--- src/rtl/core/hrc_pkg.sv ---
// ----------------------------------------------------------------------------
// hrc_pkg
// Shared types, constants and functions of the hex record CRC block.
// ----------------------------------------------------------------------------
package hrc_pkg;

  localparam int unsigned QDepth = 4;
  localparam int unsigned QPtrW  = $clog2(QDepth);
  localparam int unsigned QCntW  = $clog2(QDepth + 1);

  localparam logic [7:0]  StartCode = 8'h3A;  // ':'
  localparam logic [7:0]  LowerBase = 8'h57;  // 'W'
  localparam logic [7:0]  UpperBase = 8'h37;  // '7'
  localparam logic [7:0]  DigitBase = 8'h30;  // '0'
  localparam logic [7:0]  LowerA    = 8'h61;  // 'a'
  localparam logic [7:0]  UpperA    = 8'h41;  // 'A'
  localparam logic [15:0] CrcPoly   = 16'hA001;
  localparam logic [15:0] CrcInit   = 16'h0000;

  typedef enum logic [2:0] {
    PH_SEEK  = 3'd0,
    PH_COUNT = 3'd1,
    PH_ADDRH = 3'd2,
    PH_ADDRL = 3'd3,
    PH_TYPE  = 3'd4,
    PH_DATA  = 3'd5,
    PH_CSUM  = 3'd6
  } phase_e;

  // work passed from the parser to the CRC unit
  typedef struct packed {
    logic       fold;
    logic       emit;
    logic [7:0] data;
  } op_t;

  function automatic logic [7:0] digit_value(input logic [7:0] ch);
    logic [7:0] v;
    if (ch >= LowerA) begin
      v = ch - LowerBase;
    end else if (ch >= UpperA) begin
      v = ch - UpperBase;
    end else begin
      v = ch - DigitBase;
    end
    return v;
  endfunction

  function automatic logic [15:0] crc_fold(input logic [15:0] crc, input logic [7:0] b);
    logic [15:0] c;
    c = crc ^ {8'h00, b};
    for (int k = 0; k < 8; k++) begin
      if (c[0]) begin
        c = (c >> 1) ^ CrcPoly;
      end else begin
        c = c >> 1;
      end
    end
    return c;
  endfunction

endpackage

--- src/rtl/core/hrc_chan_if.sv ---
// ----------------------------------------------------------------------------
// hrc_chan_if
// Valid/ready channels: character items in, CRC result items out.
// ----------------------------------------------------------------------------
interface hrc_char_if;
  logic       valid;
  logic       ready;
  logic [7:0] char_code;
  logic       end_of_input;

  modport source (output valid, output char_code, output end_of_input, input ready);
  modport sink   (input valid, input char_code, input end_of_input, output ready);
endinterface

interface hrc_crc_if;
  logic        valid;
  logic        ready;
  logic [15:0] crc_result;

  modport source (output valid, output crc_result, input ready);
  modport sink   (input valid, input crc_result, output ready);
endinterface

--- src/rtl/core/hrc_parser.sv ---
// ----------------------------------------------------------------------------
// hrc_parser
// Front end: walks the record structure and issues data bytes and
// end-of-stream marks to the queue.
// ----------------------------------------------------------------------------
module hrc_parser (
  input  logic         clk_i,
  input  logic         rst_ni,
  hrc_char_if.sink     char_i,
  input  logic         q_full_i,
  output logic         push_o,
  output hrc_pkg::op_t op_o
);
  import hrc_pkg::*;

  phase_e     phase_q, phase_d;
  logic       pend_q, pend_d;
  logic [7:0] high_q, high_d;
  logic [7:0] left_q, left_d;

  logic       accept;
  logic [7:0] dv;
  logic [7:0] byte_val;
  logic       in_record;

  assign char_i.ready = !q_full_i;
  assign accept       = char_i.valid && char_i.ready;
  assign dv           = digit_value(char_i.char_code);
  assign byte_val     = {high_q[3:0], 4'b0000} | dv;
  assign in_record    = (phase_q != PH_SEEK) && (phase_q <= PH_CSUM);

  always_ff @(posedge clk_i or negedge rst_ni) begin
    if (!rst_ni) begin
      phase_q <= PH_SEEK;
      pend_q  <= 1'b0;
      high_q  <= 8'h00;
      left_q  <= 8'h00;
    end else begin
      phase_q <= phase_d;
      pend_q  <= pend_d;
      high_q  <= high_d;
      left_q  <= left_d;
    end
  end

  always_comb begin
    phase_d   = phase_q;
    pend_d    = pend_q;
    high_d    = high_q;
    left_d    = left_q;
    push_o    = 1'b0;
    op_o.fold = 1'b0;
    op_o.emit = 1'b0;
    op_o.data = byte_val;
    if (accept) begin
      if (!in_record) begin
        phase_d = PH_SEEK;
        if (char_i.char_code == StartCode) begin
          phase_d = PH_COUNT;
          pend_d  = 1'b0;
        end
      end else if (!pend_q) begin
        high_d = dv;
        pend_d = 1'b1;
      end else begin
        pend_d = 1'b0;
        case (phase_q)
          PH_COUNT: begin
            left_d  = byte_val;
            phase_d = PH_ADDRH;
          end
          PH_ADDRH: phase_d = PH_ADDRL;
          PH_ADDRL: phase_d = PH_TYPE;
          PH_TYPE:  phase_d = (left_q != 8'h00) ? PH_DATA : PH_CSUM;
          PH_DATA: begin
            op_o.fold = 1'b1;
            left_d    = left_q - 8'h01;
            if (left_q == 8'h01) begin
              phase_d = PH_CSUM;
            end
          end
          default:  phase_d = PH_SEEK;
        endcase
      end
      if (char_i.end_of_input) begin
        op_o.emit = 1'b1;
        phase_d   = PH_SEEK;
        pend_d    = 1'b0;
        high_d    = 8'h00;
        left_d    = 8'h00;
      end
      push_o = op_o.fold || op_o.emit;
    end
  end

endmodule

--- src/rtl/core/hrc_fifo.sv ---
// ----------------------------------------------------------------------------
// hrc_fifo
// Short queue of operations between the parser and the CRC unit.
// ----------------------------------------------------------------------------
module hrc_fifo (
  input  logic         clk_i,
  input  logic         rst_ni,
  input  logic         push_i,
  input  hrc_pkg::op_t op_i,
  output logic         full_o,
  output logic         valid_o,
  output hrc_pkg::op_t op_o,
  input  logic         pop_i
);
  import hrc_pkg::*;

  op_t              mem_q [QDepth];
  logic [QPtrW-1:0] wr_ptr_q, rd_ptr_q;
  logic [QCntW-1:0] cnt_q;

  assign full_o  = (cnt_q == QCntW'(QDepth));
  assign valid_o = (cnt_q != '0);
  assign op_o    = mem_q[rd_ptr_q];

  always_ff @(posedge clk_i) begin
    if (push_i) begin
      mem_q[wr_ptr_q] <= op_i;
    end
  end

  always_ff @(posedge clk_i or negedge rst_ni) begin
    if (!rst_ni) begin
      wr_ptr_q <= '0;
      rd_ptr_q <= '0;
      cnt_q    <= '0;
    end else begin
      if (push_i) begin
        wr_ptr_q <= (wr_ptr_q == QPtrW'(QDepth - 1)) ? '0 : wr_ptr_q + 1'b1;
      end
      if (pop_i) begin
        rd_ptr_q <= (rd_ptr_q == QPtrW'(QDepth - 1)) ? '0 : rd_ptr_q + 1'b1;
      end
      if (push_i && !pop_i) begin
        cnt_q <= cnt_q + 1'b1;
      end else if (pop_i && !push_i) begin
        cnt_q <= cnt_q - 1'b1;
      end
    end
  end

endmodule

--- src/rtl/core/hrc_crc_unit.sv ---
// ----------------------------------------------------------------------------
// hrc_crc_unit
// Back end: folds data bytes into the CRC and holds the result item.
// ----------------------------------------------------------------------------
module hrc_crc_unit (
  input  logic         clk_i,
  input  logic         rst_ni,
  input  logic         op_valid_i,
  input  hrc_pkg::op_t op_i,
  output logic         pop_o,
  hrc_crc_if.source    crc_o
);
  import hrc_pkg::*;

  logic [15:0] crc_q;
  logic [15:0] crc_d;
  logic [15:0] res_q;
  logic        out_valid_q;

  assign crc_d = op_i.fold ? crc_fold(crc_q, op_i.data) : crc_q;
  assign pop_o = op_valid_i && (!op_i.emit || !out_valid_q || crc_o.ready);

  assign crc_o.valid      = out_valid_q;
  assign crc_o.crc_result = res_q;

  always_ff @(posedge clk_i or negedge rst_ni) begin
    if (!rst_ni) begin
      crc_q       <= CrcInit;
      out_valid_q <= 1'b0;
    end else begin
      if (pop_o) begin
        crc_q <= op_i.emit ? CrcInit : crc_d;
      end
      if (pop_o && op_i.emit) begin
        out_valid_q <= 1'b1;
      end else if (crc_o.ready) begin
        out_valid_q <= 1'b0;
      end
    end
  end

  always_ff @(posedge clk_i) begin
    if (pop_o && op_i.emit) begin
      res_q <= crc_d;
    end
  end

endmodule

--- src/rtl/core/hex_record_data_crc16.sv ---
// ----------------------------------------------------------------------------
// hex_record_data_crc16
// CRC-16 (reflected, poly 0xA001, start 0) over the data bytes of an
// Intel HEX character stream.
//
// char_i takes one text character per item; end_of_input marks the last
// character of a stream. crc_o gives one item per stream: the CRC over all
// completed data bytes of all records seen, after which the CRC restarts.
// Throughput is one character per cycle; the parser only stalls when the
// four-entry operation queue is full. With the queue empty, the op for the
// last character is written to the queue when that character is accepted
// and then moves into the CRC unit's result register, where the result
// becomes valid. A stalled receiver holds the result register; the CRC unit
// keeps folding data bytes and only waits when a second result is due, and
// the parser keeps taking characters until the queue fills.
// Reset returns the parser to seeking ':' and clears CRC and queue.
// ----------------------------------------------------------------------------
module hex_record_data_crc16 (
  input  logic      clk_i,
  input  logic      rst_ni,
  hrc_char_if.sink  char_i,
  hrc_crc_if.source crc_o
);
  import hrc_pkg::*;

  logic q_full;
  logic push;
  op_t  push_op;
  logic q_valid;
  op_t  q_op;
  logic pop;

  hrc_parser u_parser (
    .clk_i    (clk_i),
    .rst_ni   (rst_ni),
    .char_i   (char_i),
    .q_full_i (q_full),
    .push_o   (push),
    .op_o     (push_op)
  );

  hrc_fifo u_fifo (
    .clk_i   (clk_i),
    .rst_ni  (rst_ni),
    .push_i  (push),
    .op_i    (push_op),
    .full_o  (q_full),
    .valid_o (q_valid),
    .op_o    (q_op),
    .pop_i   (pop)
  );

  hrc_crc_unit u_crc (
    .clk_i      (clk_i),
    .rst_ni     (rst_ni),
    .op_valid_i (q_valid),
    .op_i       (q_op),
    .pop_o      (pop),
    .crc_o      (crc_o)
  );

endmodule
--- src/flat_wrapper.sv ---
// flat-port wrapper written by rule: the top's interface ports become plain ports
module hex_record_data_crc16_flat import hrc_pkg::*;
  (clk_i, rst_ni, char_i_valid, char_i_char_code, char_i_end_of_input, char_i_ready, crc_o_valid, crc_o_crc_result, crc_o_ready);
  hrc_char_if char_i_i ();
  hrc_crc_if crc_o_i ();
  input  logic clk_i;
  input  logic rst_ni;
  input wire logic [$bits(char_i_i.valid)-1:0] char_i_valid;
  input wire logic [$bits(char_i_i.char_code)-1:0] char_i_char_code;
  input wire logic [$bits(char_i_i.end_of_input)-1:0] char_i_end_of_input;
  output wire logic [$bits(char_i_i.ready)-1:0] char_i_ready;
  output wire logic [$bits(crc_o_i.valid)-1:0] crc_o_valid;
  output wire logic [$bits(crc_o_i.crc_result)-1:0] crc_o_crc_result;
  input wire logic [$bits(crc_o_i.ready)-1:0] crc_o_ready;
  assign char_i_i.valid = char_i_valid;
  assign char_i_i.char_code = char_i_char_code;
  assign char_i_i.end_of_input = char_i_end_of_input;
  assign char_i_ready = char_i_i.ready;
  assign crc_o_valid = crc_o_i.valid;
  assign crc_o_crc_result = crc_o_i.crc_result;
  assign crc_o_i.ready = crc_o_ready;
  hex_record_data_crc16 u_core (.clk_i(clk_i), .rst_ni(rst_ni), .char_i(char_i_i), .crc_o(crc_o_i));
endmodule
--- config.mk ---
export PLATFORM = sky130hd
export DESIGN_NAME = hex_record_data_crc16_flat
export DESIGN_NICKNAME = d
export VERILOG_FILES = /design/src/rtl/core/hrc_pkg.sv /design/src/rtl/core/hrc_chan_if.sv /design/src/rtl/core/hrc_parser.sv /design/src/rtl/core/hrc_fifo.sv /design/src/rtl/core/hrc_crc_unit.sv /design/src/rtl/core/hex_record_data_crc16.sv /design/src/flat_wrapper.sv
export SDC_FILE = /design/constraint.sdc
export NUM_CORES = 1
export LEC_CHECK = 0
export BUFFER_PORTS_ARGS = -buffer_cell sky130_fd_sc_hd__buf_2
export CAP_MARGIN = 20
export CORE_MARGIN = 5
export CORE_UTILIZATION = 45
export DETAILED_ROUTE_END_ITERATION = 7
export PLACE_DENSITY = 0.61
export SYNTH_ARGS = -nofsm -noshare
export SYNTH_HDL_FRONTEND = slang
export SYNTH_SLANG_ARGS = --single-unit
--- constraint.sdc ---
create_clock -name clk_i -period 3.2 [get_ports clk_i]
set_clock_uncertainty 0.15 [all_clocks]
set_input_delay 0.16 -clock clk_i [delete_from_list [all_inputs] [get_ports clk_i]]
set_output_delay 0.16 -clock clk_i [all_outputs]
set_load 0.005 [all_outputs]
# Word-level counts from Yosys, hierarchy flattened
# Memories as Yosys holds them, arrays and structs flattened.
# Index checks and enable logic that the tools add are counted.
dict set report word_totals {
  input_bits 13
  ram_bits 40
  memories 1
  output_inout_bits 18
  elab_cells 118
  register_bits 56
}
dict set report op_classes {
  n_reduce_logical 27
  eq_ne 13
  add_sub_neg 8
  n_mux 46
  n_bitwise 10
  magnitude_cmp 3
}
# memory depth word_bits rd rd_ports_with_merged_regs write_ports line_no
set memory_table {}
lappend memory_table {u_core.u_fifo.mem_q 4 10 1 0 1 hrc_fifo.sv:17} ;# op_t mem_q [QDepth];
# cell count
set ops {}
lappend ops {{16-bit two-way mux} 10}
lappend ops {{8-bit two-way mux} 5}
lappend ops {{2-bit inverter with 3-bit output} 8}
lappend ops {{3-bit two-way mux} 6}
lappend ops {{8-bit by 7-bit >= comparator with 1-bit output, second input constant} 2}
lappend ops {{1-bit two-way mux} 16}
lappend ops {{8-bit case mux with 2 select lines} 1}
lappend ops {{8-bit by 6-bit subtractor with 8-bit output, second input constant} 2}
lappend ops {{16-bit by 8-bit XOR with 16-bit output} 1}
lappend ops {{3-bit case mux with 5 select lines} 1}
lappend ops {{4-bit two-way mux} 3}
lappend ops {{3-bit nonzero test} 4}
lappend ops {{3-bit equality test, second input constant} 3}
lappend ops {{8-bit by 1-bit equality test with 1-bit output, second input constant} 1}
lappend ops {{8-bit by 6-bit equality test with 1-bit output, second input constant} 1}
lappend ops {{2-bit two-way mux} 4}
lappend ops {{8-bit bitwise OR} 1}
lappend ops {{2-bit nonzero test} 4}
lappend ops {{8-bit nonzero test} 1}
lappend ops {{8-bit by 1-bit subtractor with 8-bit output, second input constant} 1}
lappend ops {{8-bit by 7-bit subtractor with 8-bit output, second input constant} 1}
lappend ops {{3-bit by 2-bit equality test with 1-bit output, second input constant} 2}
lappend ops {{1-bit logical AND} 6}
lappend ops {{3-bit AND reduction} 2}
lappend ops {{13 further kinds} 21}

# Depth between registers and ports, before layout
# Gate-level depths: netlist of the first run.
# An unclocked memory read counts as a cell.
dict set report depth {
  word_depth 20
  depth_mapped 11
  ltp_nobuf 10
}

# Hierarchy
# Synthesis of the first run repeated with hierarchy kept, for this count alone.
dict set report hier_totals {
  hier_cells 404
  area_unflattened_um2 4936.0
}
# mod area_per_inst_um2 instances cells_each seq_area_each_um2
set modules_own_cells {}
lappend modules_own_cells {hrc_fifo 1864.3 1 89 1376.3}
lappend modules_own_cells {hrc_parser 1551.5 1 196 400.4}
lappend modules_own_cells {hrc_crc_unit 1520.2 1 119 905.9}

# Least setup slack after synthesis of the first run
# Ideal clock, no wire load.
dict set report synth_path {
  path_type {reg2reg}
  startpoint {register u_core.u_fifo.rd_ptr_q[0]}
  endpoint {register u_core.u_crc.res_q[0], in the netlist u_core.u_crc.crc_o.crc_result[0], data pin}
  period_less_slack_ps 2974
  setup_ps 260
  n_path_buf 1
  slack_ps 226
  path_stages_with_launch 9
  required_ps 2790
  t_arrival_ps 2564
  path_cell_list {dfrtp_1 -> buf_6 -> mux4_2 -> xnor2_2 -> xnor2_1 -> xnor2_2 -> xor3_2 -> xnor2_1 -> mux2_2}
}
dict set report synth_between {
  elab_chain_len 12
  word_cells_on_any_way 18
  classes_between {mux: 9; bitwise: 8; memory: 1}
}
# item line_no
set synth_rtl {}
lappend synth_rtl {{start: declaration} hrc_fifo.sv:18} ;# logic [QPtrW-1:0] wr_ptr_q, rd_ptr_q;
lappend synth_rtl {{start signal: assignment} hrc_fifo.sv:41} ;# rd_ptr_q <= (rd_ptr_q == QPtrW'(QDepth - 1)) ? '0 : rd_ptr_q + 1'b1;
lappend synth_rtl {{memory read 4 x 10 bit (*)} -}
lappend synth_rtl {{16-bit by 8-bit XOR with 16-bit output} hrc_pkg.sv:51} ;# c = crc ^ {8'h00, b};
lappend synth_rtl {{16-bit two-way mux or 2-bit inverter with 3-bit output (tied branches) (6 in series)} -}
lappend synth_rtl {{2-bit inverter with 3-bit output (no line) or 16-bit two-way mux (tied branches)} -}
lappend synth_rtl {{16-bit two-way mux (2 in series)} hrc_pkg.sv:53} ;# if (c[0]) begin
lappend synth_rtl {{16-bit two-way mux (*)} hrc_crc_unit.sv:20} ;# assign crc_d = op_i.fold ? crc_fold(crc_q, op_i.data) : crc_q;
lappend synth_rtl {{net u_core.u_crc.crc_d[0]} hrc_crc_unit.sv:16} ;# logic [15:0] crc_d;
lappend synth_rtl {{end signal: assignment} hrc_crc_unit.sv:44} ;# res_q <= crc_d;
lappend synth_rtl {{end: declaration} hrc_crc_unit.sv:17} ;# logic [15:0] res_q;
# Mark *: on every way through the listed nets, which the timed path passes. The rest lies on a longest branch.
# A chain may end at the register's enable or synchronous reset.

# Worst setup path in the final report of the first run
# Same ends and word-level chain as after synthesis.

==> impl_metrics.json, run 1 <==
{
  "ys_seq_area_frac": 0.565,
  "wl_um": 9120,
  "maxCapViolCount": 0,
  "die_y_um": 113,
  "cts_tree": "built",
  "post-cts-setup-buffer-count": 0,
  "path_clk_slew_ps": 90,
  "endpoint_kind": "register",
  "worstPathRequired_ps": 3160,
  "ir_drop_uv": 584,
  "detail_route.wl_per_cell_um": 16.3,
  "cts_root_buf": "clkbuf_8",
  "final_util": 0.518,
  "hold_viol_final": 0,
  "clk_latency_ps": 360,
  "busiest_layer": "met2",
  "ys_ff_latch": 96,
  "dieArea_um2": 12700,
  "ios": 31,
  "tns_ps": 0,
  "status": "finished, final reports clean",
  "finalSetupViolations": 0,
  "coreArea_um2": 10300,
  "area_delta_synth_final_pct": 12.8,
  "grt_pass1_vias": 2923,
  "grt_pass1_wl_um": 15000,
  "crit_arrival_ps": 3080,
  "via_per_inst": 5.43,
  "place_inst": 541,
  "ant_nets": 0,
  "drc": 0,
  "path_class": "reg -> reg",
  "vias": 3035,
  "syn_area_um2": 4750,
  "async_flop_share": 0.417,
  "grt_overflow": 0,
  "drive_gt1_frac": 0.210,
  "antenna_found_initial": 0,
  "initial_core_util": 0.460,
  "power.density_nw_per_um2": 975,
  "fmax_mhz": 320,
  "synth_fp_nets": 407,
  "fin_crit_ps": 3120,
  "worst-path-max-fanout": 4,
  "start_kind": "register",
  "timing.slew.headroom": 0.580,
  "diodes": 0,
  "met1_usage": 0.198,
  "final_net_count": 448,
  "port_buffers": 30,
  "tightest_slew_ps": 626,
  "synth_cell_types": 50,
  "synth.avg_cell_area_um2": 12.6,
  "stdcell_count": 559,
  "fin_crit_sh": 0.976,
  "final_area_um2": 5350,
  "reg2reg_depth": 8,
  "dr.pass1.iters": 4,
  "synth_edf_count": 56,
  "hold_class": "in -> async",
  "yosysWarnings": 0,
  "p_leak_nw": 2.16,
  "finalMaxSlewViolations": 0,
  "grt_use_total": 0.150,
  "netlist_instances": 377,
  "ys.flop_type": "edfxtp_1",
  "grt_max_degree": 41,
  "place_hpwl_um": 6510,
  "placed_area_um2": 5090,
  "met3_usage": 0.0433,
  "cts_buffers": 9,
  "rows": 37,
  "cts.htree.levels": 3,
  "use_met2": 0.240,
  "routabilityCongestion": 0.842,
  "die_w_um": 113,
  "cts_max_path_buffers": 2,
  "cts.sinks": 96,
  "drt_iter0_markers": 106
}
layout by cell type, fill, tap and decap left out, drive strengths merged, types with 2 or more instances in the layout:
cell type,n
or2,3
dfrtp,40
buf,43
mux2,10
mux4,10
xnor2,26
nor2b,4
clkinvlp,3
nor3,7
a31oi,2
clkbuf,12
nand2,25
and3,5
o41ai,2
or3,3
a22o,16
a21o,6
o21ai,24
xor2,2
nor2,25
edfxtp,56
nor4,2
inv,18
ha,16
a32o,3
a21oi,23
and2,9
nand3,6
nand3b,2
per-layer routing:
layer | part of all wire | up-vias
met2 | 0.49 | 73
li1 | - | 1468
met5 | 0 | -
met1 | 0.45 | 1482
met4 | 0.020 | 0
met3 | 0.044 | 12
path summary, 6_finish.rpt:
| path | slack, ps | start | endpoint |
|---|---|---|---|
| max | 80 | u_core.u_fifo.rd_ptr_q[0]$_DFFE_PN0P_ | u_core.u_crc.crc_o.crc_result[0]$_DFFE_PP_ |
| min reg2reg | 350 | u_core.u_parser.high_q[2]$_DFFE_PN0P_ | u_core.u_parser.high_q[2]$_DFFE_PN0P_ |
| min | 20 | rst_ni | u_core.u_crc.crc_q[13]$_DFFE_PN0P_ |
| max in group asynchronous | 2430 | rst_ni | u_core.u_parser.left_q[6]$_DFFE_PN0P_ |
| max reg2reg | 80 | u_core.u_fifo.rd_ptr_q[0]$_DFFE_PN0P_ | u_core.u_crc.crc_o.crc_result[0]$_DFFE_PP_ |
| min in group clk_i | 50 | crc_o_ready | u_core.u_crc.crc_o.valid$_DFFE_PN0P_ |
worst max-delay path, cell delays in order (launching register included):
cell and delay [ps]:
dfrtp_1 400, buf_4 160, mux4_1 600, xnor2_2 190
xnor2_2 280, xnor2_2 170, xor3_2 500, xnor2_1 160
mux2_2 270
metrics by stage:
stage	hold slack [ps]	worst slack, ps	power [W]
2_1_floorplan	-286	226	0.00381
3_5_place_dp	230	44.5	0.00440
4_1_cts	30.2	43.9	0.00526
3_3_place_gp	217	119	0.00434
5_1_grt	18.4	-9.67	0.00560
6_report	17.1	77.2	0.00522
power breakdown:
| group | internal (W) | switching (W) | total, W |
|---|---|---|---|
| clock network | 0.000404 | 0.000413 | 0.000817 |
| registers | 0.00175 | 0.000180 | 0.00193 |
| logic | 0.00129 | 0.00118 | 0.00247 |
area by class of cell:
class                           count  area [um^2]
Fill cell                         915         4970
Sequential cell                    96         2680
Multi-Input combinational cell    249         1940
Timing Repair Buffer               44          283
Tap cell                          136          170
Clock buffer                       12          155
Inverter                           18         67.6
Clock inverter                      4         52.6
cell families after synthesis:
group | after synthesis | synth area share
AO/OA/AOI/OAI | 87 | 0.120
XOR/XNOR | 29 | 0.0649
adder cells (fa/ha/maj) | 17 | 0.0464
buffers and inverters | 32 | 0.0303
flip-flops | 96 | 0.565
multiplexers | 21 | 0.0749
AND/OR/NAND/NOR | 95 | 0.0978
cell usage after synthesis, types with 6 or more instances:
master    instances  area share
nor3_1            7      0.0074
mux4_2            8       0.038
nand2_1          25       0.020
a21o_1            6      0.0095
nor2_1           25       0.020
mux2_2           10       0.024
dfrtp_1          40        0.21
ha_1             16       0.042
inv_1            18       0.014
edfxtp_1         56        0.35
xnor2_1          21       0.039
clkbuf_1         10      0.0079
nand3_1           6      0.0063
a22o_1           16       0.030
a21oi_1          23       0.024
and2_1            8       0.011
o21ai_0          24       0.025
registers in the layout (all words and copies together) (netlist names):
name                           flops
u_core.u_crc.crc_o.crc_result     16
u_core.u_parser.left_q             8
u_core.u_crc.crc_o.valid           1
u_core.u_parser.pend_q             1
u_core.u_fifo.rd_ptr_q             2
u_core.u_fifo.cnt_q                3
u_core.u_parser.phase_q            3
u_core.u_fifo.wr_ptr_q             2
u_core.u_fifo.mem_q               40
u_core.u_parser.high_q             4
u_core.u_crc.crc_q                16
timing repair:
item | 4_1_cts | 5_1_grt
resized for setup | 1 | 2
endpoints found under the hold margin | 40 | 0
cloned | 0 | 0
endpoints found under the setup margin | 1 | 1
hold buffers | 1 | 0
Note: power is estimated with default switching activity, not from simulation.
==> inputs of run 2 (changes only) <==
--- a/config.mk
+++ b/config.mk
@@ -11,6 +11,7 @@
 export CORE_UTILIZATION = 45
 export DETAILED_ROUTE_END_ITERATION = 7
 export PLACE_DENSITY = 0.61
+export SETUP_SLACK_MARGIN = 0.4
 export SYNTH_ARGS = -nofsm -noshare
 export SYNTH_HDL_FRONTEND = slang
 export SYNTH_SLANG_ARGS = --single-unit
==> run 2 against run 1 <==
Fmax grew 8.7%. Register-to-register slack gained 250 ps. Design area grew 1.3%. Final cell count grew 0.89%. Critical endpoint unchanged.
==> impl_metrics.json, run 2 (synthesized netlist as in run 1, its figures left out) <==
{
  "worstPathRequired_ps": 3160,
  "final_cell_mix": "edfxtp_1, dfrtp_1, buf_2",
  "rows": 37,
  "wl_um": 8980,
  "antenna_found_initial": 0,
  "port_buffers": 30,
  "timing.final.ws_setup_ps": 328,
  "critPathMostFrequentCell": "xnor2_2",
  "final_net_count": 453,
  "status": "finished, final reports clean",
  "crit_arrival_ps": 2830,
  "diodes": 0,
  "die_y_um": 113,
  "cts_root_buf": "clkbuf_8",
  "hold_class": "in -> reg",
  "grt_pass1_wl_um": 15200,
  "cts.sinks": 96,
  "timing.critical_path.buf_inv": 1,
  "hold_viol_final": 0,
  "critPathTopFamily": "XOR/XNOR gates",
  "area_delta_synth_final_pct": 14.3,
  "fin_crit_sh": 0.897,
  "cp_slowest_stage_delay_ps": 550,
  "detail_route.wl_per_cell_um": 15.9,
  "largest_register_ffs": 40,
  "final_area_um2": 5420,
  "via_per_inst": 5.35,
  "power.density_nw_per_um2": 1010,
  "dieArea_um2": 12700,
  "fmax_mhz": 348,
  "cts.htree.levels": 3,
  "p_leak_nw": 2.19,
  "path_clk_slew_ps": 90,
  "routabilityCongestion": 0.873,
  "vias": 3015,
  "rsz0062_at_grt": "true",
  "worst-path-max-fanout": 4,
  "dr.pass1.iters": 4,
  "preCtsSetupSlack_ps": 53.5,
  "finalSetupViolations": 0,
  "drc": 0,
  "placed_area_um2": 5070,
  "ant_nets": 0,
  "tightest_slew_ps": 970,
  "maxCapViolCount": 0,
  "grt_max_degree": 41,
  "place_hpwl_um": 6290,
  "largest-register": "u_core.u_fifo.mem_q",
  "drive_gt1_frac": 0.236,
  "initial_core_util": 0.460,
  "ios": 31,
  "cts_buffers": 9,
  "tns_ps": 0,
  "path_class": "reg -> reg",
  "grt_overflow": 0,
  "endpoint_kind": "register",
  "drt_iter0_markers": 130,
  "start_kind": "register",
  "holdWs_ps": 35.4,
  "finalMaxSlewViolations": 0,
  "clk_latency_ps": 360,
  "grt_use_total": 0.150,
  "die_w_um": 113,
  "ir_drop_uv": 583,
  "coreArea_um2": 10300,
  "cpMaxStageDelayCell": "mux4_2",
  "layout_commonest_cell": "edfxtp_1",
  "fin_crit_ps": 2870,
  "cts_tree": "built",
  "finalPower_w": 0.00549,
  "crit_chain": "buf_6 > mux4_2 > xnor2_4 > xnor2_2 > xnor2_2 > xor3_2 > xnor2_1 > mux2_2",
  "grt_pass1_vias": 3037,
  "timing.slew.headroom": 0.354,
  "cts_max_path_buffers": 2
}
run 2: changes by cell type in the layout (fill, tap and decap cells not counted), moves of 2 or more:
cell,previous run,this run
mux4_1,2,0
xnor2_1,18,16
dfrtp_1,40,37
clkbuf_8,11,9
xnor2_4,0,3
buf_12,2,0
dfrtp_2,0,3
mux4_2,8,10
buf_4,11,16
buf_6,0,2
run 2: what timing repair did:
| item | in CTS | in global routing |
|---|---|---|
| buffers inserted | 7 | 1 |
| pin swaps | 4 | 3 |
| resized for setup | 10 | 5 |
| cloned | 0 | 0 |
| setup endpoints to repair | 3 | 3 |
| endpoints found under the hold margin | 40 | 0 |
| hold buffers | 1 | 0 |
run 2: tightest hold or removal path, stage by stage:
cell and delay [ps]:
buf_2 100, nor2b_1 130, or2_2 130
run 2: final timing paths:
check,end,cells after the start,slack (ps),startpoint
max reg2reg,u_core.u_crc.crc_o.crc_result[0]$_DFFE_PP_,8,330,u_core.u_fifo.rd_ptr_q[0]$_DFFE_PN0P_
max in group asynchronous,u_core.u_parser.phase_q[0]$_DFFE_PN0P_,2,1900,rst_ni
min in group asynchronous,u_core.u_crc.crc_q[13]$_DFFE_PN0P_,2,350,rst_ni
max,u_core.u_crc.crc_o.crc_result[0]$_DFFE_PP_,8,330,u_core.u_fifo.rd_ptr_q[0]$_DFFE_PN0P_
min reg2reg,u_core.u_parser.high_q[1]$_DFFE_PN0P_,2,350,u_core.u_parser.high_q[1]$_DFFE_PN0P_
min,u_core.u_crc.crc_o.valid$_DFFE_PN0P_,3,40,crc_o_ready
run 2: per-layer routing:
layer	track usage	up-vias	routed length, um
met1	0.192	1454	4010
met5	0	-	0
met4	0.0553	0	242
li1	-	1480	-
met3	0.0433	15	411
met2	0.245	66	4320
run 2: power by group:
group | internal [W] | switching [W]
registers | 0.00175 | 0.000184
logic | 0.00146 | 0.00124
clock network | 0.000437 | 0.000409
total | 0.00365 | 0.00184
run 2: final cells by class:
class / count / area, um^2
repair buffers: 49 / 303
fillers: 873 / 4900
multi-input cells: 249 / 1990
clock inverters: 6 / 83.8
clock buffers: 10 / 128
well taps: 136 / 170
flip-flops and latches: 96 / 2690
inverters: 18 / 67.6
run 2: metrics by stage:
| stage | utilization | instances |
|---|---|---|
| finish | 0.525 | 564 |
| CTS | 0.522 | 563 |
| global placement | 0.491 | 539 |
| global route | 0.525 | 564 |
| floorplan | - | 377 |
| detailed placement | 0.491 | 539 |
